`src/design/hlc_pkg.sv`:
```
// ----------------------------------------------------------------------------
// hlc_pkg: shared types and constants for the hopper leg controller
// Request payload structs, register indexes, CORDIC table, controller states.
// ----------------------------------------------------------------------------
package hlc_pkg;

  typedef struct packed {
    logic signed [31:0] spring_pos;
    logic signed [31:0] spring_rate;
    logic signed [31:0] hinge_angle;
    logic signed [31:0] hinge_rate;
    logic signed [31:0] forward_vel;
    logic signed [31:0] dip_vertical;
    logic signed [31:0] dip_along;
    logic signed [31:0] foot_height;
    logic               jump_toggle;
  } hlc_in_t;

  typedef struct packed {
    logic signed [31:0] spring_force;
    logic signed [31:0] hinge_torque;
    logic               on_ground;
    logic [15:0]        phase_ticks;
    logic               jump_active;
  } hlc_out_t;

  localparam int REG_COUNT = 8;
  typedef enum logic [2:0] {
    REG_PUSH_OFFSET = 3'd0, REG_SPRING_K = 3'd1, REG_SPRING_D = 3'd2,
    REG_SPEED = 3'd3, REG_SWING_KP = 3'd4, REG_SWING_KD = 3'd5,
    REG_STANCE_KP = 3'd6, REG_STANCE_KD = 3'd7
  } hlc_reg_t;

  localparam int          ANG_BITS     = 30;
  localparam int          CORDIC_STEPS = 31;
  localparam logic [63:0] PI_Q30       = 64'd3373259426;
  localparam logic [63:0] LEG_Q30      = 64'd343597384;
  localparam logic [63:0] REST_Q30     = 64'd107374182;
  localparam logic [63:0] PUSH_LIM_Q30 = 64'd214748365;
  localparam logic [63:0] AIM_GAIN_Q30 = 64'd2684355;
  localparam logic [63:0] SPD_GAIN_Q30 = 64'd53687091;

  typedef enum logic [3:0] {
    ST_IDLE, ST_PREP, ST_NORM1, ST_CORDIC1, ST_AIM, ST_SQRT, ST_NORM2,
    ST_CORDIC2, ST_LAW, ST_MUL, ST_DONE
  } hlc_state_t;

  typedef struct packed {
    logic load;
    logic prep1;
    logic norm;
    logic cordic;
    logic aim;
    logic sqrt_step;
    logic prep2;
    logic law;
    logic mul_step;
    logic finish;
  } hlc_cmd_t;

  typedef struct packed {
    logic norm_done;
    logic cordic_done;
    logic sqrt_done;
    logic mul_done;
  } hlc_stat_t;

  function automatic logic signed [63:0] atan_entry(input logic [4:0] i);
    logic signed [63:0] v;
    case (i)
      5'd0: v = 64'sd843314856;  5'd1: v = 64'sd497837829;
      5'd2: v = 64'sd263043836;  5'd3: v = 64'sd133525158;
      5'd4: v = 64'sd67021686;   5'd5: v = 64'sd33543515;
      5'd6: v = 64'sd16775850;   5'd7: v = 64'sd8388437;
      5'd8: v = 64'sd4194282;    5'd9: v = 64'sd2097149;
      5'd10: v = 64'sd1048575;   5'd11: v = 64'sd524287;
      5'd12: v = 64'sd262143;    5'd13: v = 64'sd131071;
      5'd14: v = 64'sd65535;     5'd15: v = 64'sd32767;
      5'd16: v = 64'sd16383;     5'd17: v = 64'sd8191;
      5'd18: v = 64'sd4095;      5'd19: v = 64'sd2047;
      5'd20: v = 64'sd1023;      5'd21: v = 64'sd511;
      5'd22: v = 64'sd255;       5'd23: v = 64'sd127;
      5'd24: v = 64'sd63;        5'd25: v = 64'sd31;
      5'd26: v = 64'sd15;        5'd27: v = 64'sd8;
      5'd28: v = 64'sd4;         5'd29: v = 64'sd2;
      5'd30: v = 64'sd1;
      default: v = 64'sd0;
    endcase
    return v;
  endfunction

  function automatic logic signed [63:0] sat32(input logic signed [63:0] v);
    if (v > 64'sd2147483647) return 64'sd2147483647;
    if (v < -64'sd2147483648) return -64'sd2147483648;
    return v;
  endfunction

endpackage

```
`src/design/hlc_ctrl.sv`:
```
// ----------------------------------------------------------------------------
// hlc_ctrl: sequencer for one control tick
// Steps the datapath through both atan2 passes, the isqrt and the gain products.
// ----------------------------------------------------------------------------
module hlc_ctrl (
  input  logic             clk,
  input  logic             rst_n,
  input  logic             start,
  input  logic             out_free,
  input  hlc_pkg::hlc_stat_t stat,
  output hlc_pkg::hlc_cmd_t  cmd,
  output logic             busy
);
  import hlc_pkg::*;

  hlc_state_t state_r, state_nxt;

  always_ff @(posedge clk) begin
    if (!rst_n) begin
      state_r <= ST_IDLE;
    end else begin
      state_r <= state_nxt;
    end
  end

  always_comb begin
    state_nxt = state_r;
    case (state_r)
      ST_IDLE:    if (start) state_nxt = ST_PREP;
      ST_PREP:    state_nxt = ST_NORM1;
      ST_NORM1:   if (stat.norm_done) state_nxt = ST_CORDIC1;
      ST_CORDIC1: if (stat.cordic_done) state_nxt = ST_AIM;
      ST_AIM:     state_nxt = ST_SQRT;
      ST_SQRT:    if (stat.sqrt_done) state_nxt = ST_NORM2;
      ST_NORM2:   if (stat.norm_done) state_nxt = ST_CORDIC2;
      ST_CORDIC2: if (stat.cordic_done) state_nxt = ST_LAW;
      ST_LAW:     state_nxt = ST_MUL;
      ST_MUL:     if (stat.mul_done) state_nxt = ST_DONE;
      ST_DONE:    if (out_free) state_nxt = ST_IDLE;
      default:    state_nxt = ST_IDLE;
    endcase
  end

  always_comb begin
    cmd = '0;
    busy = (state_r != ST_IDLE);
    case (state_r)
      ST_IDLE:    cmd.load = start;
      ST_PREP:    cmd.prep1 = 1'b1;
      ST_NORM1:   cmd.norm = 1'b1;
      ST_CORDIC1: cmd.cordic = 1'b1;
      ST_AIM:     cmd.aim = 1'b1;
      ST_SQRT: begin
        cmd.sqrt_step = 1'b1;
        cmd.prep2 = stat.sqrt_done;
      end
      ST_NORM2:   cmd.norm = 1'b1;
      ST_CORDIC2: cmd.cordic = 1'b1;
      ST_LAW:     cmd.law = 1'b1;
      ST_MUL:     cmd.mul_step = 1'b1;
      ST_DONE:    cmd.finish = out_free;
      default:    cmd = '0;
    endcase
  end
endmodule

```
`config.mk`:
```
export PLATFORM = sky130hd
export DESIGN_NAME = hlc_ctrl
export DESIGN_NICKNAME = d
export VERILOG_FILES = /design/src/design/hlc_pkg.sv /design/src/design/hlc_ctrl.sv
export SDC_FILE = /design/constraint.sdc
export NUM_CORES = 1
export LEC_CHECK = 0
export BUFFER_PORTS_ARGS = -buffer_cell sky130_fd_sc_hd__buf_2
export CORE_AREA = 2 2 39 41
export CTS_BUF_LIST = sky130_fd_sc_hd__clkbuf_8
export DETAILED_ROUTE_END_ITERATION = 8
export DIE_AREA = 0 0 41 43
export GPL_TIMING_DRIVEN = 0
export PLACE_DENSITY = 0.56
export SLEW_MARGIN = 30
export SYNTH_ARGS = -nofsm -noshare
export SYNTH_HDL_FRONTEND = slang
export SYNTH_SLANG_ARGS = --single-unit
```
`constraint.sdc`:
```
create_clock -name clk -period 1.3 [get_ports clk]
set_input_delay 0.26 -clock clk [delete_from_list [all_inputs] [get_ports clk]]
set_output_delay 0.26 -clock clk [all_outputs]
set_load 0.05 [all_outputs]
```
Word-level counts from Yosys, hierarchy flattened
Cells that the tools add are included.
{"block": "totals", "wordCells": 42, "ff_bits": 4, "input_bits": 8}
{"block": "classes", "mux": 18, "n_reduce_logical": 5, "n_eq_ne": 18}
{"operator": "$pmux 4 s11", "count": 1}
{"operator": "$mux 4", "count": 8}
{"operator": "$eq 4x3->1 const B", "count": 4}
{"operator": "$ne 2x2->1 const B", "count": 8}
{"operator": "$eq 4x4->1 const B", "count": 3}
{"operator": "$eq 4x2->1 const B", "count": 2}
{"operator": "$mux 1", "count": 8}
{"operator": "$reduce_and 8->1", "count": 1}
{"operator": "$eq 4x1->1 const B", "count": 1}
{"operator": "$logic_not 4->1", "count": 1}
{"operator": "$reduce_bool 4->1", "count": 1}
{"operator": "$reduce_or 2->1", "count": 2}
{"operator": "$mux 2", "count": 1}

Logic depth before layout (Yosys ltp)
Gate-level depths: netlist (run 1).
{"block": "logic_depth", "ltp_word": 3, "mapped_depth": 6, "mapped_depth_nobuf": 4}

Worst setup path before layout (run 1)
No wires, ideal clock.
{"block": "synth_path", "path_kind": "register to output", "startpoint": "register state_r[0]", "endpoint": "output port cmd[0] in the netlist's numbering", "slack_ps": -777, "path_buffers": 2, "arrival_time_ps": 1817, "path_stages_with_launch": 5, "cell_sequence": "dfxtp_1 > buf_6 > clkbuf_1 > nand2b_1 > nor3_1"}
{"element": "from (decl)", "line_no": "hlc_ctrl.sv:16", "text": "hlc_state_t state_r, state_nxt;"}
{"element": "from (signal assigned)", "line_no": "hlc_ctrl.sv:22", "text": "state_r <= state_nxt;"}
{"element": "to (decl)", "line_no": "hlc_ctrl.sv:11", "text": "output hlc_pkg::hlc_cmd_t cmd,"}

Final worst setup path (run 1)
{"block": "layout_path", "startpoint": "register state_r[2]", "endpoint": "register state_r[3]"}
{"block": "layout_between", "elab_chain_len": 3, "elab_cells_between_ends": 21, "classes_between": "18 x eq/ne; 1 x mux; 2 x reduce/logical"}
{"element": "$eq 4x2->1 (tied with other cells)", "line_no": "hlc_ctrl.sv:28", "text": "case (state_r)"}
{"element": "$ne 2x2->1 (no source line)"}
{"element": "$reduce_and 8->1 (no source line)"}
Parallel ways exist; a longest one is shown, timed or not.
A chain may end at the register's enable or synchronous reset.

==> results of run 1 <==
==> through the flow <==
| stage | setup slack [ns] | util (%) |
|---|---|---|
| after floorplan | -0.164 | - |
| after global placement | -0.255 | 46.0 |
| after detailed placement | -0.257 | 46.0 |
| after CTS | -0.241 | 60.7 |
| after global routing | -0.264 | 65.3 |
| final | -0.228 | 65.3 |
==> cells in the final DEF (no fill, tap or decap), drive strengths merged, types with 2 or more instances in the layout <==
cell type / Yosys / layout
buf: 2 / 32
nor2: 6 / 6
nor3: 5 / 5
clkbuf: 3 / 5
inv: 4 / 4
dfxtp: 4 / 4
nand2: 3 / 3
or2b: 2 / 2
nand2b: 2 / 2
nand3b: 2 / 2
mux2i: 2 / 2
or3: 2 / 2
and3: 2 / 2
o21ai: 2 / 2
==> synthesized netlist by cell type (all sizes together) (2+ instances only) <==
| master | count | area (sq um) |
|---|---|---|
| nand3b | 2 | 15.0 |
| o21ai | 2 | 10.0 |
| dfxtp | 4 | 80.1 |
| nand2b | 2 | 12.5 |
| mux2i | 2 | 20.0 |
| or3 | 2 | 12.5 |
| nor3 | 5 | 25.0 |
| inv | 4 | 15.0 |
| buf | 2 | 22.5 |
| clkbuf | 3 | 18.8 |
| or2b | 2 | 17.5 |
| nand2 | 3 | 11.3 |
| nor2 | 6 | 22.5 |
| and3 | 2 | 12.5 |
==> worst paths after layout <==
kind / slack, ns / end / start / depth (start not counted)
setup / recovery: -0.23 / state_r[3] / state_r[2] / 5
hold / removal: 0.32 / state_r[1] / stat[1] / 2
setup reg to reg: -0.23 / state_r[3] / state_r[2] / 5
hold reg to reg: 0.65 / state_r[2] / state_r[2] / 3
==> power by group <==
group | switching [uW] | total (uW) | internal [uW]
combinational | 942 | 1770 | 831
sequential | 92.0 | 287 | 195
clock | 58.8 | 256 | 197
total | 1090 | 2320 | 1220
==> per-layer routing <==
metal	wire (um)	track usage (%)	share of wire, %	up-vias
li1	-	-	-	260
met1	560	21.2	39	254
met2	755	27.2	53	24
met3	69	1.57	4.8	6
met4	52	14.7	3.6	0
met5	0	0	0	-
==> worst register-to-register path: cells and delay by family (launching register included) <==
family / cells / cell delay, ns
AND/OR/NAND/NOR: 2 / 0.58
AO/OA/AOI/OAI: 2 / 0.37
flip-flops: 1 / 0.35
buffers and inverters: 1 / 0.12
==> what timing repair did <==
item                       CTS  global route
pin swaps                   12             6
gates resized for setup     32            17
buffers inserted             8             5
setup endpoints to repair   15            15
==> cell families after synthesis <==
| family | after synthesis | synth area share (%) |
|---|---|---|
| AND/OR/NAND/NOR | 26 | 37.3 |
| AO/OA/AOI/OAI | 12 | 24.1 |
| flip-flops | 4 | 19.8 |
| buffers and inverters | 9 | 13.9 |
| multiplexers | 2 | 4.94 |
==> area by class of cell <==
cell class / instances / area [sq um]
Multi-Input combinational cell: 40 / 405
Timing Repair Buffer: 31 / 279
Buffer: 3 / 50.0
Tap cell: 16 / 20.0
Inverter: 4 / 15.0
Fill cell: 124 / 480
Clock buffer: 3 / 41.3
Sequential cell: 4 / 92.6
==> results.txt, run 1 <==
The min-delay analysis places its worst path in the category in -> reg. The worst setup path is launched from a flop. The instance count after placement with tap cells included is 87, and the signal arrival time at the worst endpoint is 1.63 ns.

The run gives 0.21 ns as the latest clock arrival within the worst-skew pair. Cells with a size suffix above 1 make up 74.1% of the layout. The worst setup path is of the reg -> reg kind.

Setup violations remaining at the end of the flow were counted as 15. For this block, the via count after detailed routing is 544. In this run the worst path has a maximum fanout of 5. The site row count is 14. TritonCTS built the clock tree.

The largest registers in the layout are state_r x4. The synthesized instance count is 53. Pin placement for this block handled 19 I/O pins.

The worst setup path is captured at a flop. For the area of the die, the log shows 1760 sq um. The number of antenna violations at the first check in global routing is 0, and the antenna diode count is 0. Setup repair after global routing could not meet its margin everywhere. The number of nets in the synthesized netlist is 61. The number of sinks handled by clock tree synthesis is 4.

After clock tree synthesis, the clock-pin slew on the worst setup and hold paths is 0.03 ns. The net count of the finished layout is 95. Wire length of the first global-routing pass: 2.12 mm.

The number of clock buffers added by TritonCTS is 3. In the routed design, unresolved DRC markers number 0. The sequential share of the synthesized area was 19.8%; the placement-stage cell area was 637 sq um.

The number of max-capacitance violations reported is 0. The area growth from synthesis to layout is 123%. The kind of cell with the highest combined delay on the critical path was simple AND/OR/NAND/NOR gates. The wire-length estimate of the detail-placed layout is 870 um.

Shortest clock period the worst path allows after layout: 1.53 ns. The post-route worst setup slack is -0.228 ns, and the required time at the worst-slack endpoint is 1.40 ns. The run gives 80.1% as the relative max-transition margin.

The count of state elements after synthesis is 4. The die span in x came out at 41 um. In this run, synthesis inferred 0 flip-flops with an integrated enable.

For the worst hold margin, the log shows 0.323 ns. The tools report the via count of the first global-routing pass as 494. Entering global routing, the biggest net connects 11 pins. For the final database, setup skew stands at 0.0000776 ns. The sum of overflow across all layers after global routing is 0, and the slew at the pin with the worst max-slew slack is 0.297 ns. The run gives 4 as the total iterations of the first detailed-routing run. The async set or reset register ratio after synthesis was 0%. The average instance in the mapped netlist occupies 7.65 sq um. The sum of buffers and inverters on the critical path is 1, and the number of port buffers is 18. The count of final hold-check violations was 0; the static leakage power was 0.000416 uW. The checks that failed: setup timing.

Routability-driven placement finished with a final weighted congestion of 0.750. The final wirelength is 1.44 mm. The signal on the critical path passes through buf_6 > and4bb_4 > a32o_2 > or3_1 > o211a_1. Derived from the worst setup path, the maximum achievable clock frequency is 0.655 GHz. More flip-flops sit in one register than any other, and that register is state_r.

The tools report the initial core utilization as 29.3%. The design draws 2320 uW. The register with the most flip-flops in the layout has 4 of them. From bottom edge to top edge, the die measures 43 um. The worst-case IR drop observed on VDD is 1.73 mV. Top flip-flop cell by instance count after synthesis: dfxtp_1. For this design, the CTS-stage hold fixing added 0 buffers. The antenna violation net count after detailed routing was 0. Among all stages on the critical path, the largest delay is contributed by or3_1. Summing every instance area after synthesis gives 405 sq um.

After the first detailed-routing iteration, the DRC count stood at 12. The Yosys warning count was 0. The number of distinct standard cells referenced by the synthesized netlist was 28; the power per unit of standard cell area was 2560 nW/um^2. The final standard cell area without fillers is 903 sq um, and the ratio of final minimum period to clock period is 118%. For the final routed database, the setup TNS stands at -1.91 ns. The run finished, with violations left. The clock passes through at most 2 buffers.

In this design, the stage delay of the slowest critical-path cell is 0.39 ns. The final non-filler cell total was 101; the average wire per standard cell was 14.2 um. The final max-slew violation count is 0, and the area of the placeable core is 1380 sq um.

For this run, the total global-route usage over all layers was measured as 17.9%. The number of vias per cell works out to 5.39. The CTS root buffer is clkbuf_8.

The number of levels in the clock H-tree was 1.
Note: power is estimated with default switching activity, not from simulation.
==> run 2: changes to the inputs <==
--- a/config.mk
+++ b/config.mk
@@ -12,6 +12,7 @@
 export DIE_AREA = 0 0 41 43
 export GPL_TIMING_DRIVEN = 0
 export PLACE_DENSITY = 0.56
+export SKIP_LAST_GASP = 1
 export SLEW_MARGIN = 30
 export SYNTH_ARGS = -nofsm -noshare
 export SYNTH_HDL_FRONTEND = slang
==> results.txt, run 2 (synthesis gave the netlist of run 1 again) <==
The count of final hold-check violations was 0 (unchanged). The largest fanout on the critical path came out at 5 (unchanged). Setup repair after global routing could not meet its margin everywhere. Standard cell with the maximum stage delay on the critical path: or3_1. The relative max-transition margin came out at 80.0% (-0.14 points). The required time at the worst-slack endpoint is 1.40 ns (about the same).

For hold timing, the worst endpoint is state_r[1]. Latest clock arrival within the worst-skew pair: 0.21 ns (about the same). Endpoint of the worst register-to-register path: state_r[3]. Post-route worst setup slack: -0.231 ns (-0.00370 ns).

The kind of cell with the highest combined delay along the critical path is simple AND/OR/NAND/NOR gates. The origin of the worst setup path is state_r[2]. The worst hold path belongs to the class in -> reg. The run gives 0.000401 uW (-3.6%) as the static leakage power.

The area taken by multi-input logic gates is 400 sq um (-1.2%), and the ratio of final minimum period to clock period is 118% (+0.28 points). The die span in x works out to 41 um (unchanged). The total iterations of the first detailed-routing run came out at 4 (unchanged).

STA classifies the critical path startpoint as a flop. For the antenna diode count, the log shows 0 (unchanged). The fill cell total of the finished layout was 123 (-0.81%).

The tools report the I/O pin count as 19 (unchanged). The total via count after detailed routing was 533 (-2.0%); the number of max-capacitance violations reported was 0 (unchanged). Leaving out fill and tap cells, the most frequent cell in the layout is buf_4.

The routability congestion estimate is 0.750 (unchanged), and the average wire per standard cell is 14.2 um (-0.33%). Die outline height: 43 um (unchanged). The final max-slew violation count is 0 (unchanged), and the delay of the slowest cell on the worst path is 0.38 ns (about the same). The run gives 2 (unchanged) as the maximum buffer depth of the clock tree.

state_r holds more flip-flops than any other register. The run gives 0 (unchanged) as the sum of overflow across all layers after global routing. The DRC violation count after routing was 0 (unchanged); the number of port buffers was 18 (unchanged). The worst hold path begins at stat[1]. The run gives 17.9% (unchanged) as the total track usage. The flow ran to the end, but the final reports show violations. For the area of the placeable core, the log shows 1380 sq um (unchanged). The CTS root buffer is clkbuf_8. The number of cells on the worst reg-to-reg path was 5 (unchanged); the area of the die was 1760 sq um (unchanged). The maximum ir drop on the vdd rail is 1.72 mV (-0.41%). The register area was 92.6 sq um (unchanged); the pin count of the biggest net entering global routing was 11 (unchanged). The largest registers in the layout are state_r x4. The tools report the number of antenna violations at the first check in global routing as 0 (unchanged).

The worst setup slack after placement is -0.257 ns (unchanged), and the slew at the pin with the worst max-slew slack is 0.300 ns (+0.00206 ns). The initial core utilization is 29.3% (unchanged). The final wirelength is 1.42 mm (-1.3%). The signal arrival time at the worst endpoint was 1.63 ns (about the same); the number of sinks handled by clock tree synthesis was 4 (unchanged). Register-to-register path setup slack: -0.23 ns (about the same). Number of cells on the worst hold path: 2 (unchanged).

The tools report the kind of end point of the critical path as a flop. TritonCTS built the clock tree. The clock input transition at the sequential cells of the worst setup and hold paths is 0.03 ns (about the same).

The count of endpoints failing setup in the final report is 14 (-1). The number of vias per cell was 5.33 (-1.0%). The total clock buffers created by CTS was 3 (unchanged); the number of nets at the end of the flow was 94 (-1.1%). The final-layout setup total negative slack is -1.95 ns (-0.0418 ns). For the number of levels in the clock H-tree, the log shows 1 (unchanged). For the wire length of the first global-routing pass, the log shows 2.12 mm (unchanged). The final reports fail on setup timing. The quantity of hold-fixing buffers added after cts was 0 (unchanged); the shortest clock period the worst path allows after layout was 1.53 ns (+0.00370 ns).

The critical path goes through buf_6 > and4bb_4 > a32o_2 > or3_1 > o211a_1. The number of DRC markers after the initial detailed-route iteration is 7 (-5), and the power per unit of standard cell area is 2540 nW/um^2 (-0.74%). The half-perimeter wire length after placement was 870 um (unchanged); the peak clock frequency supported by timing was 0.653 GHz (-0.24%). The sum of buffers and inverters on the critical path works out to 1 (unchanged). The share of final-layout standard cells stronger than drive strength 1 is 73.8% (-0.31 points), and the antenna violation net count after detailed routing is 0 (unchanged). Leaving out fill and tap cells, the most frequent cells in the layout are 11 x buf_4, 9 x buf_6, 7 x buf_2.

From synthesis to final layout, the design area changed by 119%. Critical path class: reg -> reg. Flip-flop count of the largest register, all copies and words added: 4 (unchanged). The site row count was 14 (unchanged); the setup skew after layout was 0.000378 ns (+0.000300 ns). The tools report the via count of the first global-routing pass as 494 (unchanged).

The startpoint identified for the worst register-to-register timing path is state_r[2].
[run 2: cell types whose count changed in the layout (fill, tap and decap cells not counted)]
cell     change
buf_6        -1
nand2_2      +1
nand2_4      -1
[run 2: what timing repair did]
item / in CTS / in global routing
pin swaps: 11 / 6
resized for setup: 32 / 15
gates cloned: 0 / 0
endpoints found under the setup margin: 15 / 15
setup buffers: 8 / 4
[run 2: report_power, final]
part           internal, uW  switching, uW
combinational           795            918
clock                   197           59.4
sequential              195           92.9
[run 2: how the worst max path moves through the flow]
stage                  to  slack [ns]  cells after the start
6_report       state_r[3]       -0.23                      5
5_1_grt        state_r[3]       -0.27                      5
4_1_cts            cmd[0]       -0.24                      4
3_5_place_dp       cmd[9]       -0.26                      5
3_3_place_gp       cmd[9]       -0.26                      5
2_1_floorplan      cmd[0]       -0.16                      4
[run 2: cell type report]
| cell class | instances | share of cell area, % |
|---|---|---|
| tap | 16 | 2.26 |
| multi-input combinational | 40 | 45.1 |
| buffer | 3 | 5.64 |
| clock buffer | 3 | 4.65 |
| inverter | 4 | 1.69 |
| timing repair buffer | 30 | 30.2 |
| sequential | 4 | 10.4 |
[run 2: routing by layer]
layer  vias to the layer above  global-route usage, %  routed length, um
met3                         4                   1.57                 41
met5                         -                      0                  0
li1                        255                      -                  -
met4                         0                   14.7                 30
met1                       258                   21.2                586
met2                        16                   27.2                761
[run 2: metrics by stage]
stage          cells  instance area (sq um)  power (uW)  hold WS, ns  util [%]
2_1_floorplan     53                    527        1320        0.391         -
3_3_place_gp      87                    637        1520        0.534      46.0
3_5_place_dp      87                    637        1530        0.545      46.0
4_1_cts           98                    840        2100        0.322      60.7
5_1_grt          100                    887        2370        0.332      64.1
6_report         100                    887        2260        0.327      64.1
